**src/hw/rtl/slsh_pkg.sv**
```systemverilog
// Shared constants and helpers for the sphere Lambert shader.
package slsh_pkg;

  localparam int unsigned CoordW = 12;
  localparam int unsigned LevelW = 3;
  localparam int unsigned GlyphW = 7;

  localparam logic [1:0] REG_LIGHT_X = 2'd0;
  localparam logic [1:0] REG_LIGHT_Y = 2'd1;
  localparam logic [1:0] REG_LIGHT_Z = 2'd2;

  localparam logic signed [CoordW-1:0] LIGHT_X_RST = 12'sd1008;
  localparam logic signed [CoordW-1:0] LIGHT_Y_RST = 12'sd178;
  localparam logic signed [CoordW-1:0] LIGHT_Z_RST = 12'sd1024;

  localparam logic [GlyphW-1:0] GLYPH_BLANK = 7'd32;
  localparam logic [LevelW-1:0] LEVEL_MAX   = 3'd5;

  // Glyph for a pixel; blank off the disc, ramp ".-+#%@" on it.
  function automatic logic [GlyphW-1:0] glyph_of(input logic on_disc,
                                                 input logic [LevelW-1:0] level);
    logic [GlyphW-1:0] g;
    begin
      case (level)
        3'd0:    g = 7'd46;
        3'd1:    g = 7'd45;
        3'd2:    g = 7'd43;
        3'd3:    g = 7'd35;
        3'd4:    g = 7'd37;
        default: g = 7'd64;
      endcase
      glyph_of = on_disc ? g : GLYPH_BLANK;
    end
  endfunction

endpackage

```
**src/hw/rtl/slsh_front.sv**
```systemverilog
// Input stages: coordinate register, squares, and disc test with radicand.
module slsh_front #(
  parameter int unsigned F  = 10,
  parameter int unsigned CW = 24
) (
  input  logic                                clk_i,
  input  logic                                rst_ni,
  input  logic                                en_i,
  input  logic                                valid_i,
  input  logic signed [slsh_pkg::CoordW-1:0]  x_i,
  input  logic signed [slsh_pkg::CoordW-1:0]  z_i,
  output logic                                valid_o,
  output logic                                inside_o,
  output logic signed [slsh_pkg::CoordW-1:0]  x_o,
  output logic signed [slsh_pkg::CoordW-1:0]  z_o,
  output logic [23:0]                         r2_o,
  output logic [CW-1:0]                       rem_o
);

  localparam logic [CW-1:0] OneSq = CW'(1) << (2 * F);

  logic v0_q, v1_q, v2_q;
  logic signed [slsh_pkg::CoordW-1:0] x0_q, z0_q, x1_q, z1_q, x2_q, z2_q;
  logic [23:0] xx_q, zz_q, r2_q;
  logic        inside_q;
  logic [CW-1:0] rem_q;
  logic signed [23:0] xx_d, zz_d;
  logic [CW-1:0] r2_ext;

  assign xx_d   = x0_q * x0_q;
  assign zz_d   = z0_q * z0_q;
  assign r2_ext = CW'(xx_q + zz_q);

  always_ff @(posedge clk_i or negedge rst_ni) begin
    if (!rst_ni) begin
      v0_q <= 1'b0;
      v1_q <= 1'b0;
      v2_q <= 1'b0;
    end else if (en_i) begin
      v0_q <= valid_i;
      v1_q <= v0_q;
      v2_q <= v1_q;
    end
  end

  always_ff @(posedge clk_i) begin
    if (en_i) begin
      x0_q     <= x_i;
      z0_q     <= z_i;
      x1_q     <= x0_q;
      z1_q     <= z0_q;
      xx_q     <= 24'(unsigned'(xx_d));
      zz_q     <= 24'(unsigned'(zz_d));
      x2_q     <= x1_q;
      z2_q     <= z1_q;
      r2_q     <= xx_q + zz_q;
      inside_q <= (r2_ext <= OneSq);
      rem_q    <= (r2_ext <= OneSq) ? (OneSq - r2_ext) : '0;
    end
  end

  assign valid_o  = v2_q;
  assign inside_o = inside_q;
  assign x_o      = x2_q;
  assign z_o      = z2_q;
  assign r2_o     = r2_q;
  assign rem_o    = rem_q;

endmodule

```
**config.mk**
```make
export PLATFORM = sky130hd
export DESIGN_NAME = slsh_front
export DESIGN_NICKNAME = d
export VERILOG_FILES = /design/src/hw/rtl/slsh_pkg.sv /design/src/hw/rtl/slsh_front.sv
export SDC_FILE = /design/constraint.sdc
export NUM_CORES = 1
export LEC_CHECK = 0
export BUFFER_PORTS_ARGS = -buffer_cell sky130_fd_sc_hd__buf_2
export CORE_ASPECT_RATIO = 0.9
export CORE_MARGIN = 2
export CORE_UTILIZATION = 44
export DETAILED_ROUTE_END_ITERATION = 6
export GPL_TIMING_DRIVEN = 0
export PLACE_DENSITY_LB_ADDON = 0.08
export SYNTH_ARGS = -nofsm -noshare
export SYNTH_HDL_FRONTEND = slang
export SYNTH_SLANG_ARGS = --single-unit
```
**constraint.sdc**
```tcl
create_clock -name clk_i -period 10.85 [get_ports clk_i]
set_clock_uncertainty 0.05 [all_clocks]
set_input_delay 0.5425 -clock clk_i [delete_from_list [all_inputs] [get_ports clk_i]]
set_output_delay 0.5425 -clock clk_i [all_outputs]
set_load 0.005 [all_outputs]
```
==> metrics.yaml <==
period_share_pct: 61.0
die_area_um2: 40200
cts.sinks: 168
yosysSeqAreaShare_pct: 29.6
overflow: 0
boundaryPins: 102
clock_path_buffers: 2
antenna_left: 0
cts_tree: "yes"
htree_levels: 4
synthArstFlopShare_pct: 1.79
dp_hpwl_mm: 27.0
synth_edf_count: 165
die-width_um: 211
synth_cells: 1548
syn_area_per_cell_um2: 11.0
grt_pass1_wl_mm: 55.4
setup_viol: 0
rsz0062_at_grt: "false"
floorplan.initialDensity_pct: 44.5
critPathCaptureType: "flop"
wire_per_inst_um: 15.1
cts_root_buf: "clkbuf_16"
ys_types: 75
hold_viol: 0
ctsHoldBuffers: 1
grt_max_degree: 99
crit_type: "flop to flop"
post_cts_resized: 0
required_ns: 11.00
hold_class: "input pin to flop"
placedCellCount: 2140
layout_min_cycle_time_ns: 6.62
critPathBufInv: 5
vias_per_cell: 4.96
first_pass_iters: 5
core-area_um2: 38200
yosysWarnings: 0
status: "finished, final reports clean"
critPathTopFamily: "adder cells"
grt_pass1_vias: 11027
fin_area_um2: 18700
layout-drive-gt1-share_pct: 10.9
drv_cap: 0
max_freq_mhz: 151
worstPathArrival_ns: 6.77
startpoint_type: "flop"
clk_pin_slew_worst_paths_ns: 0.07
post_cts_buffers: 0
path_cells: "clkbuf_1 > and2_1 > fa_1 > inv_1 > fa_1 > fa_1 > inv_1 > fa_1 > inv_1 > fa_1 > inv_1 > ha_1 > or3_1 > a2111oi_0 > nor4_1 > o31ai_1 > a21oi_1 > o21a_1 > nor2_1 > xnor2_1"
slew_headroom_pct: 31.9
grt_use_total_pct: 17.7
cp_slowest_cell: "a2111oi_0"
finalMaxSlewViolations: 0
synth-seq-cells: 168
antenna_found_initial: 0
drc_errors: 0
clk_latency_ns: 0.45
globalplace.congestion: 0.840
area_delta_synth_final_pct: 10.1
syn-cell-area_um2: 17000
setup_tns_ns: 0
n_antenna_cell: 0
vias: 10778
placementRows: 68
io_buffers: 101
crit_top_cell: "fa_1"
fin_nets: 2080
die_h_um: 190
layoutNonFillerInstCount: 2173
routed_wl_mm: 32.9
ys.flop_type: "edfxtp_1"
drt_iter0_drc: 625
numCtsBuffers: 17
place_area_um2: 18200
critPathMaxFanout: 10
syn_nets: 1958
slowest_delay_ns: 0.64
fin_hold_ws_ns: 0.215
tightestPinTransition_ns: 0.994
sequential cells by signal, indices dropped and copies added, names as in the netlist, 22 cells and up:
signal  count
r2_o       24
rem_o      24
xx_q       22
zz_q       22
logic make-up (layout without fill, tap and decap cells):
logic type,Yosys count,count (layout),synth area share [%]
compound gates,149,149,6.42
xor+xnor,79,79,4.07
fa+ha+maj,382,382,39.1
buf+inv,407,542,9.27
flops,168,168,29.6
mux,7,7,0.434
other cells,1,1,0.0221
simple gates,355,355,11.1
cell type report:
cell class | count | area (µm²)
Fill cell | 3520 | 19500
Multi-Input combinational cell | 973 | 10400
Sequential cell | 168 | 5030
Inverter | 364 | 1370
Tap cell | 490 | 613
Timing Repair Buffer | 103 | 553
Clock buffer | 18 | 429
Buffer | 43 | 209
Clock inverter | 14 | 125
worst paths after layout:
path / from / slack [ns] / cells past startpoint / end
setup / recovery: x0_q[9] / 4.23 / 20 / xx_q[22]
min in group asynchronous: rst_ni / 0.37 / 2 / v1_q
setup reg to reg: x0_q[9] / 4.23 / 20 / xx_q[22]
max in group asynchronous: rst_ni / 10.27 / 2 / valid_o
hold / removal: z_i[4] / 0.21 / 1 / z0_q[4]
hold reg to reg: z1_q[10] / 0.37 / 0 / z_o[10]
metrics by stage:
stage	worst slack, ns	utilization, %
after floorplan	5.19	-
after global placement	4.25	47.4
after detailed placement	4.29	47.5
after CTS	4.28	49.0
after global routing	3.82	49.0
final	4.23	49.0
metal layers:
layer | global-route usage, % | vias up | share of wire [%]
li1 | - | 5161 | -
met1 | 26.5 | 5434 | 50
met2 | 27.5 | 161 | 46
met3 | 2.14 | 22 | 3.1
met4 | 4.31 | 0 | 1.2
met5 | 0 | - | 0
placed cells by master, fill, tap and decap left out, types with 5 or more instances in the layout:
cell         n
inv_1      363
nor2_1      67
fa_1       248
or3_1        9
nor2b_1      9
nand2_1     94
buf_2      108
xnor2_1     56
clkbuf_16   17
a21o_1      15
nor3_1      26
o211ai_1     6
xor2_1      23
edfxtp_1   165
o21ai_0     25
o21a_1       7
and2_1      70
nand3_1     18
and3_1      15
a2111oi_0    5
a31oi_1      9
nor4_1       6
nor3_2      11
buf_6        5
clkbuf_1    31
a21oi_1     37
nand2b_1     6
ha_1       134
cell usage after synthesis (18+ instances only):
cell / instances / area share [%]
nand2_1: 94 / 2.1
xor2_1: 23 / 1.2
inv_1: 363 / 8.0
edfxtp_1: 165 / 29
xnor2_1: 56 / 2.9
o21ai_0: 25 / 0.74
fa_1: 248 / 29
nor2_1: 67 / 1.5
and2_1: 70 / 2.6
clkbuf_1: 30 / 0.66
nor3_1: 26 / 0.77
a21oi_1: 37 / 1.1
nand3_1: 18 / 0.53
ha_1: 134 / 9.9
Power is not shown: default switching activity piles up to over one toggle a cycle in this logic, so the estimate is an artifact.
