### src/hw/rtl/slsh_pkg.sv
// Shared constants and helpers for the sphere Lambert shader.
package slsh_pkg;

  localparam int unsigned CoordW = 12;
  localparam int unsigned LevelW = 3;
  localparam int unsigned GlyphW = 7;

  localparam logic [1:0] REG_LIGHT_X = 2'd0;
  localparam logic [1:0] REG_LIGHT_Y = 2'd1;
  localparam logic [1:0] REG_LIGHT_Z = 2'd2;

  localparam logic signed [CoordW-1:0] LIGHT_X_RST = 12'sd1008;
  localparam logic signed [CoordW-1:0] LIGHT_Y_RST = 12'sd178;
  localparam logic signed [CoordW-1:0] LIGHT_Z_RST = 12'sd1024;

  localparam logic [GlyphW-1:0] GLYPH_BLANK = 7'd32;
  localparam logic [LevelW-1:0] LEVEL_MAX   = 3'd5;

  // Glyph for a pixel; blank off the disc, ramp ".-+#%@" on it.
  function automatic logic [GlyphW-1:0] glyph_of(input logic on_disc,
                                                 input logic [LevelW-1:0] level);
    logic [GlyphW-1:0] g;
    begin
      case (level)
        3'd0:    g = 7'd46;
        3'd1:    g = 7'd45;
        3'd2:    g = 7'd43;
        3'd3:    g = 7'd35;
        3'd4:    g = 7'd37;
        default: g = 7'd64;
      endcase
      glyph_of = on_disc ? g : GLYPH_BLANK;
    end
  endfunction

endpackage

### src/hw/rtl/slsh_sqrt_stage.sv
// One digit of the pipelined integer square root, carrying the pixel along.
module slsh_sqrt_stage #(
  parameter int unsigned F   = 10,
  parameter int unsigned CW  = 24,
  parameter int unsigned BIT = 10
) (
  input  logic                                clk_i,
  input  logic                                rst_ni,
  input  logic                                en_i,
  input  logic                                valid_i,
  input  logic                                inside_i,
  input  logic signed [slsh_pkg::CoordW-1:0]  x_i,
  input  logic signed [slsh_pkg::CoordW-1:0]  z_i,
  input  logic [23:0]                         r2_i,
  input  logic [CW-1:0]                       rem_i,
  input  logic [F:0]                          root_i,
  output logic                                valid_o,
  output logic                                inside_o,
  output logic signed [slsh_pkg::CoordW-1:0]  x_o,
  output logic signed [slsh_pkg::CoordW-1:0]  z_o,
  output logic [23:0]                         r2_o,
  output logic [CW-1:0]                       rem_o,
  output logic [F:0]                          root_o
);

  localparam int unsigned TW = CW + 2;

  logic [TW-1:0] trial, rem_ext;
  logic          take;
  logic          v_q, inside_q;
  logic signed [slsh_pkg::CoordW-1:0] x_q, z_q;
  logic [23:0]   r2_q;
  logic [CW-1:0] rem_q;
  logic [F:0]    root_q;

  // Adding this root bit raises the square by 2*root*2^b + 4^b.
  assign trial   = (TW'(root_i) << (BIT + 1)) + (TW'(1) << (2 * BIT));
  assign rem_ext = TW'(rem_i);
  assign take    = (rem_ext >= trial);

  always_ff @(posedge clk_i or negedge rst_ni) begin
    if (!rst_ni) begin
      v_q <= 1'b0;
    end else if (en_i) begin
      v_q <= valid_i;
    end
  end

  always_ff @(posedge clk_i) begin
    if (en_i) begin
      inside_q <= inside_i;
      x_q      <= x_i;
      z_q      <= z_i;
      r2_q     <= r2_i;
      rem_q    <= take ? CW'(rem_ext - trial) : rem_i;
      root_q   <= take ? (root_i | ((F+1)'(1) << BIT)) : root_i;
    end
  end

  assign valid_o  = v_q;
  assign inside_o = inside_q;
  assign x_o      = x_q;
  assign z_o      = z_q;
  assign r2_o     = r2_q;
  assign rem_o    = rem_q;
  assign root_o   = root_q;

endmodule

### config.mk
export PLATFORM = sky130hd
export DESIGN_NAME = slsh_sqrt_stage
export DESIGN_NICKNAME = d
export VERILOG_FILES = /design/src/hw/rtl/slsh_pkg.sv /design/src/hw/rtl/slsh_sqrt_stage.sv
export SDC_FILE = /design/constraint.sdc
export NUM_CORES = 1
export LEC_CHECK = 0
export ABC_AREA = 1
export BUFFER_PORTS_ARGS = -buffer_cell sky130_fd_sc_hd__buf_2
export CORE_MARGIN = 2
export CORE_UTILIZATION = 48
export CTS_BUF_LIST = sky130_fd_sc_hd__clkbuf_4
export CTS_CLUSTER_SIZE = 8
export DETAILED_ROUTE_END_ITERATION = 10
export PLACE_DENSITY = 0.79
export SLEW_MARGIN = 0
export SYNTH_ARGS = -nofsm -noshare
export SYNTH_HDL_FRONTEND = slang
export SYNTH_SLANG_ARGS = --single-unit
### constraint.sdc
create_clock -name clk_i -period 0.9 [get_ports clk_i]
set_input_delay 0.09 -clock clk_i [delete_from_list [all_inputs] [get_ports clk_i]]
set_output_delay 0.09 -clock clk_i [all_outputs]
set_load 0.01 [all_outputs]
==> results.md, run 1 <==
- Status: finished, violations left
- Failing checks: negative setup slack
- Worst Hold Endpoint: rem_o[11]$_DFFE_PP_
- Post-Synth Adder-Cell Area: approximately 5.3%
- Clock Skew: 0 ns
- CTS max path bufs: 2
- Worst path most repeated cell: nand2_1
- Htree depth: 3
- Fin. Hold Viols: 0
- RSZ-0062 raised after global routing: true
- Count of input and output buffers: 172
- Final Slew Violations: 0
- Die ar.: 8360 um2
- Hold path depth: 3
- Clock root cell: clkbuf_4
- Largest net degree at the start of global routing: 40
- DR vias/cell: about 4.9
- Critical-path top delay cell: ha_4
- Largest family of logic cells by synthesized area: simple AND/OR/NAND/NOR gates
- Area share of the largest cell type after synthesis: between 60% and 70%
- GR Util All Layers: 29.3%
- HP Class: input pin to register
- Syn Area/Cell: 11.8 um2
- Final Non-Filler Cells: 735
- Worst slack at placement: -0.927 ns
- FP Rows: 31
- Setup-failing EPs final: 100
- CP arrival: around 1.5 ns
- Core area: 7330 um2
- Sequential share of the synthesized area: about 70%
- Synth cell types: 22
- Clk_lat worst skew: around 0.44 ns
- CTS tree: done
- Fin nets: ~730
- Final WS setup: -0.409 ns
- Synthesized netlist net count: roughly 420
- Rel. slew slack: 85.1%
- Psw: 2.85 mW
- Worst setup EP type: register
- First-pass GRT wire length: 18600 um
- Initial Utilization: between 50% and 60%
- RD Place Congestion: 0.873
- DP HPWL: 6950 um
- Most common cell after layout, fill and taps aside: buf_2
- Area growth syn-to-layout: 68.1%
- Synth Area in Compound Gates: less than 1%
- Via count: 3622
- Num CTS Buffers: 9
- Final ANT Viol Nets: 0
- Final Util: about 84%
- Reg power frac: around 51%
- Vias in the first global route: 3670
- Ys flop type: edfxtp_1
- Clock-pin slew on the worst setup and hold paths: 0.16 ns
- Max Freq: about 760 MHz
- RR Endpoint: valid_o$_DFFE_PN0P_
- Pwr/cell area: 1570 nW/um2
- Combinational power share: about a quarter
- Fraction of layout cells with a size suffix above 1: about 43%
- Drt drc: 0
- P_int: about 6.8 mW
- Crit-path leading delay family: simple AND/OR/NAND/NOR gates
- Initial antenna violation count: 1
- Slew @ Worst Pin: around 0.22 ns
- Synthesized instance count: approximately 310
- DR iter-0 viols: approximately 310
- FFs w/ async S/R, synth: about 1.2%
- Post-DR wirelength/cell: about 17 um
- Commonest non-fill, non-tap cells in the layout: buf_2, nand2_1, edfxtp_1, dlygate4sd3_1, buf_4
- Post-Route WL: ~13000 um
- XOR/XNOR Fraction of Synth Area: 1.19%
- Die X-Extent: 91.4 um
- CP cell instances: buf_6 > ha_4 > inv_2 > ha_4 > nand2_2 > nand2_2 > nand2_1 > nand2_1 > a21oi_2 > nand3_4 > buf_12 > nand2_1 > nand2_1
- FF-to-FF Start: valid_o$_DFFE_PN0P_
- Fin crit share: 145%
- Critical Path RT: approximately 1.1 ns
- TritonRoute pass-1 iters: 7
- Max cap viols: 0
- Worst Setup Path Type: input pin to register
- Simple-gate share of the synthesized area: between 15 and 20%
- Post-synthesis mux area share: less than 1%
- Largest cells by area after synthesis: edfxtp_1, nand2_1, inv_1
- Clock group share of total power: roughly 25%
- Reg2reg setup slack: -0.02 ns
- CTS Sinks: 85
- CP startpoint kind: input pin
- Tmin final: approximately 1.3 ns
- Mapped Area: between 3000 and 4000 um2
- I/O pin count: approximately 170
- Hold Startpoint: rem_i[11]
- EDFF count, synth: 84
- Peak supply drop: roughly 0.00094 V
- Leading area contributor after synthesis: edfxtp_1
- Seq cells post-synth: 85
- Hold_ws: 0.00882 ns
- Switching Fraction: ~30%
- DP Cell Count: ~640
- CP bufs+invs: 3
- Crit path largest cell delay: ~0.25 ns
- Congestion Overflow GR: 0
- Worst R2R Path Depth: 2
- Chip height: 91.4 um
- Synth warn: 0
- LEAKAGE: between 3 and 4 nW
- Critical-path maximum fanout: 11
layout make-up:
type                       count  area [um2]
multi-input combinational    173         985
antenna                        1        2.50
clock inverter                 7        80.1
clock buffer                   9        67.6
sequential                    85        2550
inverter                      52         195
timing repair buffer         309        2170
tap                           99         124
fill                         397        1160
state kept, by name, summed over array words and instances, names as in the netlist:
name,cells
root_o,11
r2_o,24
x_o,12
valid_o,1
rem_o,24
inside_o,1
z_o,12
worst min-delay path: cells and delay by family:
kind,cells,cell delay (ns)
buffers and inverters,2,0.13
AO/OA/AOI/OAI,1,0.15
layer usage:
metal | wire length (um) | track usage (%) | vias to the layer above
met4 | 338 | 9.60 | 0
li1 | - | - | 1679
met2 | 6510 | 52.6 | 255
met5 | 0 | 0 | -
met3 | 1230 | 9.05 | 32
met1 | 4730 | 33.1 | 1656
how the worst max path moves through the flow:
stage	end	cells past startpoint	startpoint	slack, ns
6_report	rem_o[18]$_DFFE_PP_	13	root_i[10]	-0.41
4_1_cts	rem_o[16]$_DFFE_PP_	13	root_i[10]	-0.40
3_3_place_gp	rem_o[16]$_DFFE_PP_	13	root_i[10]	-0.88
2_1_floorplan	rem_o[16]$_DFFE_PP_	12	root_i[10]	-0.66
3_5_place_dp	rem_o[20]$_DFFE_PP_	13	root_i[10]	-0.93
5_1_grt	rem_o[18]$_DFFE_PP_	13	root_i[10]	-0.47
stage by stage:
stage	power, mW	setup TNS (ns)	instance area (um2)
after CTS	9.35	-19.39	6070
after floorplan	5.76	-8.82	3700
after global placement	6.74	-12.00	5110
after global routing	10.0	-26.25	6170
final	9.67	-21.56	6170
after detailed placement	6.80	-12.53	5110
cells in the mapped netlist (2+ instances only):
master / instances
o21ai_0: 2
inv_2: 4
nand3_1: 26
edfxtp_1: 84
nand3_2: 4
a21oi_1: 3
xor2_1: 4
nand4_1: 5
ha_1: 14
nor2_1: 17
inv_1: 48
nand2_1: 91
power groups by stage:
stage	clock (mW)	sequential, mW	combinational [mW]
final	2.46	4.89	2.33
after global routing	2.58	4.91	2.52
after detailed placement	0	4.94	1.87
after CTS	2.35	4.85	2.16
after global placement	0	4.92	1.82
after floorplan	0	5.15	0.610
logic make-up after synthesis:
group,after synthesis
XOR/XNOR,5
AND/OR/NAND/NOR,146
multiplexers,1
AO/OA/AOI/OAI,6
buffers and inverters,54
flip-flops,85
adder cells (fa/ha/maj),15
repair_timing:
item                                    CTS  global route
hold buffers                             77             1
resized for setup                         6            18
pin swaps                                 1             4
endpoints found under the setup margin   99           100
hold endpoints to repair                 76             1
setup buffers                             2             4
gates cloned                              0             0
Power figures use the tool's default switching activity.
==> inputs of run 2 (changes only) <==
- REMOVE_ABC_BUFFERS: not set -> 1
==> run 2 against run 1 <==
Net effect:
- the flow still finishes with violations (negative setup slack)
- count of clock-buffer cells in the layout is the same
- hold slack gained 0.024 ns
- cell area grew 0.59%
- largest cell class unchanged
- clock power shrank 5%
- non-clock buffer count shrank 2
- die area is the same
- register-to-register slack is essentially flat
- critical path type unchanged
- setup slack lost 0.097 ns
- power shrank 1.7%
- combinational power is essentially flat
- cell count shrank 0.41%
==> results.md, run 2 (synthesized netlist as in run 1, its figures left out) <==
- Status: finished, violations left
- Critical-path top delay cell: ha_4
- Metal3 WL: roughly 700 um
- Via count: approximately 3.4k
- TritonRoute pass-1 iters: 4
- First-pass GRT wire length: 17000 um
- CTS tree: done
- Drt drc: 0
- Worst R2R Path Depth: 2
- Slew @ Worst Pin: about 0.23 ns
- Num CTS Buffers: 9
- Final Util: between 80% and 90%
- CP bufs+invs: 3
- Worst setup EP type: register
- Hold_ws: between 0.03 and 0.04 ns
- CP cell instances: buf_8 > ha_4 > inv_2 > ha_4 > nand4_1 > nor2_2 > nand2_1 > nand3_4 > clkbuf_16 > o21ai_2
- GR Util All Layers: approximately a quarter
- P_int: 6.83 mW
- Die X-Extent: 91.4 um
- Crit path largest cell delay: 0.27 ns
- DR iter-0 viols: 84
- CP arrival: approximately 1.6 ns
- RD Place Congestion: slightly below 0.9
- RSZ-0062 raised after global routing: true
- WL met2: just over 6000 um
- Hold path depth: 1
- Rel. slew slack: 84.8%
- CTS Sinks: 85
- DR vias/cell: ~4.7
- Fin nets: 731
- Switching Fraction: 28.2%
- Tmin final: between 1 and 1.5 ns
- Htree depth: 3
- Area growth syn-to-layout: 69.1%
- Congestion Overflow GR: 0
- LEAKAGE: ~3.0 nW
- Initial Utilization: approximately half
- Critical Path RT: approximately 1.1 ns
- I/O pin count: ~170
- DP Cell Count: 634
- Max cap viols: 0
- Vias in the first global route: around 3.5k
- CTS max path bufs: 2
- Ant. Diodes: 0
- Setup TNS Final: -20.20 ns
- Final WS setup: -0.506 ns
- Count of input and output buffers: 172
- Max Freq: 711 MHz
- Fraction of layout cells with a size suffix above 1: 44.2%
- Power after layout: between 9 and 10 mW
- Pwr/cell area: roughly 1500 nW/um2
- Critical-path maximum fanout: 4
- Clk_lat worst skew: between 0.4 and 0.5 ns
- Post-DR wirelength/cell: between 15 and 20 um
- Post-Route WL: 11200 um
- Setup-failing EPs final: 100
- Met1 WL: between 4000 and 5000 um
- Reg power frac: about half
- Psw: 2.68 mW
- Fin crit share: 156%
- Peak supply drop: around 0.00090 V
- Clock-pin slew on the worst setup and hold paths: about 0.15 ns
- Final Non-Filler Cells: 732
- Commonest non-fill, non-tap cells in the layout: buf_2, edfxtp_1, nand2_1, dlygate4sd3_1, buf_4
- Max Used Layer: met5
- Crit-path leading delay family: simple AND/OR/NAND/NOR gates
- HP Class: input pin to register
- WP depth: 10
- Final Slew Violations: 0
- Worst path most repeated cell: ha_4
- CP startpoint kind: input pin
- FP Rows: 31
- Fillers: around 380
- Die ar.: between 8000 and 9000 um2
- Clock group share of total power: about a quarter
- Clock root cell: clkbuf_4
- Largest net degree at the start of global routing: 22
- Initial antenna violation count: 1
- Failing checks: negative setup slack
- Final ANT Viol Nets: 0
- Combinational power share: between 20% and 30%
- DP HPWL: 6880 um
- Worst Setup Path Type: input pin to register
- Core area: 7330 um2
- Clock Skew: 0 ns
- Most common cell after layout, fill and taps aside: buf_2
- Fin. Hold Viols: 0
- Chip height: roughly 90 um
run 2: cell types whose count changed in the layout (fill, tap and decap cells not counted), moves of 2 or more:
cell	delta
o21ai_2	+2
buf_4	-4
nor2_2	+2
nand2_2	+7
nand2_1	-6
run 2: through the flow:
step / setup slack, ns / instance area [um2]
floorplan: -1.22 / 3650
finish: -0.506 / 6200
global route: -0.551 / 6200
detailed placement: -1.04 / 5090
CTS: -0.414 / 6090
global placement: -0.947 / 5090
run 2: power groups by stage:
stage / clock network (mW) / logic (mW) / registers, mW
floorplan: 0 / 0.582 / 5.15
global placement: 0 / 1.78 / 4.93
detailed placement: 0 / 1.82 / 4.94
CTS: 2.34 / 2.16 / 4.84
global route: 2.50 / 2.50 / 4.90
finish: 2.33 / 2.31 / 4.87
run 2: area by class of cell:
class	count	area (um2)	share of cell area (%)
Sequential cell	85	2550	41.1
Timing Repair Buffer	307	2180	35.1
Multi-Input combinational cell	173	1010	16.3
Inverter	52	195	3.15
Tap cell	99	124	2.00
Clock inverter	7	80.1	1.29
Clock buffer	9	67.6	1.09
run 2: final timing paths:
check,endpoint,start,slack [ns]
setup / recovery,rem_o[12]$_DFFE_PP_,root_i[10],-0.51
hold / removal,root_o[9]$_DFFE_PP_,en_i,0.03
setup reg to reg,valid_o$_DFFE_PN0P_,valid_o$_DFFE_PN0P_,-0.02
hold reg to reg,valid_o$_DFFE_PN0P_,valid_o$_DFFE_PN0P_,0.69
max in group asynchronous,valid_o$_DFFE_PN0P_,rst_ni,0.29
min in group asynchronous,valid_o$_DFFE_PN0P_,rst_ni,0.51
run 2: routing by layer:
layer	GRT usage (%)	vias to the layer above
met1	28.8	1584
met4	9.60	2
met2	51.0	158
li1	-	1678
met5	0	-
met3	5.48	25
run 2: repair_timing:
item,CTS,global route
hold buffers,77,0
gates resized for setup,15,22
pin swaps,6,4
buffers inserted,3,1
endpoints found under the setup margin,99,100
gates cloned,0,1
endpoints found under the hold margin,76,0
==> inputs of run 3 (changes only) <==
- CORE_UTILIZATION: 48 -> 46
- CTS_BUF_LIST: sky130_fd_sc_hd__clkbuf_4 -> not set
- PLACE_DENSITY: 0.79 -> 0.76
==> run 3 against run 2 <==
Net effect:
- critical path depth fell by 1
- critical path type unchanged
- critical endpoint is now root_o[10]$_SDFFCE_PP1P_
- combinational power fell by 2%
- the run still ends with negative setup slack left
- clock power is 33% higher
==> results.md, run 3 (synthesized netlist as in run 1, its figures left out) <==
- CTS max path bufs: 2
- Fin crit share: 160%
- I/O pin count: about 170
- Die ar.: approximately 8700 um2
- Register area: ~2500 um2
- Die X-Extent: 93.3 um
- Setup TNS Final: -13.16 ns
- DP HPWL: 7320 um
- Worst R2R Path Depth: 1
- Reg power frac: a little under half
- Post-DR wirelength/cell: about 16 um
- RSZ-0062 raised after global routing: true
- DR iter-0 viols: 150
- Final Non-Filler Cells: about 720
- Final WS setup: -0.543 ns
- CTS Sinks: 85
- Power after layout: ~10 mW
- Reg2reg setup slack: 0.13 ns
- HP Class: input pin to register
- FF-to-FF Start: valid_o$_DFFE_PN0P_
- Max cap viols: 0
- Failing checks: negative setup slack
- Fin. Hold Viols: 0
- Rel. slew slack: between 80% and 90%
- Crit-path leading delay family: simple AND/OR/NAND/NOR gates
- Tmin final: between 1 and 1.5 ns
- Combinational power share: between 20% and 30%
- TritonRoute pass-1 iters: 4
- Switching Fraction: 26.7%
- Count of input and output buffers: approximately 170
- Worst path most repeated cell: ha_4
- DR vias/cell: between 4 and 5
- Setup-failing EPs final: 99
- GR Util All Layers: between 20 and 30%
- Critical Path RT: ~1 ns
- Drt drc: 0
- First-pass GRT wire length: ~17000 um
- DP Cell Count: between 600 and 700
- Clock Skew: 0 ns
- Most common cell after layout, fill and taps aside: buf_2
- Pwr/cell area: 1660 nW/um2
- Hold Startpoint: root_i[9]
- Commonest non-fill, non-tap cells in the layout: buf_2, edfxtp_1, nand2_1, dlygate4sd3_1, inv_1
- Crit path largest cell delay: between 0.2 and 0.3 ns
- CP cell instances: buf_6 > ha_4 > inv_2 > ha_4 > nand4_1 > inv_1 > a21oi_2 > nand3_4 > or2_4
- Core area: between 7000 and 8000 um2
- FP Rows: 32
- Area growth syn-to-layout: 68.6%
- Clock group share of total power: 30.3%
- Max Freq: around 690 MHz
- Slew @ Worst Pin: approximately 0.29 ns
- Worst Hold Endpoint: root_o[9]$_DFFE_PP_
- Congestion Overflow GR: 0
- Worst setup EP type: register
- Fin nets: approximately 700
- CP bufs+invs: 3
- CP arrival: about 1.6 ns
- Post-Route WL: around 11000 um
- Psw: about 2.7 mW
- Hold_ws: 0.0164 ns
- Final Slew Violations: 0
- Fraction of layout cells with a size suffix above 1: 44.8%
- Fillers: roughly 470
- Initial Utilization: 47.5%
- Chip height: between 90 and 100 um
- LEAKAGE: slightly below 3 nW
- CTS tree: done
- Critical-path maximum fanout: 6
- Clk_lat worst skew: 0.35 ns
- Largest net degree at the start of global routing: 38
- Num CTS Buffers: 9
- RD Place Congestion: about 0.87
- Clock-pin slew on the worst setup and hold paths: roughly 0.09 ns
- Vias in the first global route: roughly 3.5k
- Status: finished, violations left
- Hold path depth: 2
- Worst slack at placement: -1.09 ns
- Critical-path top delay cell: or2_4
- Initial antenna violation count: 1
- Clock root cell: clkbuf_8
- P_int: 7.51 mW
- Worst Setup Path Type: input pin to register
- CP startpoint kind: input pin
- Via count: between 3k and 4k
- RR Endpoint: valid_o$_DFFE_PN0P_
- Multi-input logic area: ~1000 um2
- Peak supply drop: between 0.0008 and 0.0009 V
- Final ANT Viol Nets: 0
- Htree depth: 3
## run 3: cell count changes in the layout (fill, tap and decap cells not counted), moves of 3 or more
cell,before,now
clkbuf_4,9,0
clkbuf_8,0,9
buf_6,6,13
dlygate4sd3_1,77,70
buf_4,52,46
nand2_1,82,77
buf_2,166,163
## run 3: how the worst max path moves through the flow
stage	cells past startpoint	startpoint	slack (ns)	to
floorplan	10	root_i[9]	-1.22	root_o[10]$_SDFFCE_PP1P_
global placement	11	root_i[9]	-1.03	root_o[10]$_SDFFCE_PP1P_
detailed placement	9	root_i[9]	-1.09	root_o[10]$_SDFFCE_PP1P_
CTS	13	root_i[10]	-0.49	rem_o[21]$_DFFE_PP_
global route	12	root_i[6]	-0.61	rem_o[17]$_DFFE_PP_
finish	9	root_i[10]	-0.54	root_o[10]$_SDFFCE_PP1P_
## run 3: timing repair
item / CTS / global route
hold buffers: 70 / 0
pin swaps: 11 / 8
hold endpoints to repair: 70 / 0
endpoints found under the setup margin: 99 / 99
gates resized for setup: 26 / 24
buffers inserted: 5 / 1
## run 3: power groups by stage
stage / sequential (mW) / combinational [mW] / clock, mW
after detailed placement: 4.94 / 1.81 / 0
after global placement: 4.93 / 1.76 / 0
after floorplan: 5.15 / 0.582 / 0
after CTS: 4.85 / 2.15 / 3.12
final: 4.87 / 2.27 / 3.10
after global routing: 4.90 / 2.48 / 3.28
## run 3: layout make-up
type | instances | area share [%]
inverters | 52 | 3.16
multi-input cells | 173 | 16.8
clock inverters | 7 | 1.66
well taps | 102 | 2.06
flip-flops and latches | 85 | 41.2
clock buffers | 9 | 2.00
repair buffers | 294 | 33.1
diodes | 1 | 0.0405
## run 3: metal layers
metal  vias to the layer above  wire, um  track usage, %
met5                         -         0               0
met1                      1601      4140            27.8
met4                         0       294            9.80
met3                        25       960            7.09
met2                       147      5920            47.1
li1                       1645         -               -
## run 3: stage by stage
stage | util [%] | cell area, um2
after floorplan | - | 3650
after global placement | 65.1 | 5030
after detailed placement | 65.1 | 5030
after CTS | 78.9 | 6090
after global routing | 80.1 | 6190
final | 80.1 | 6190
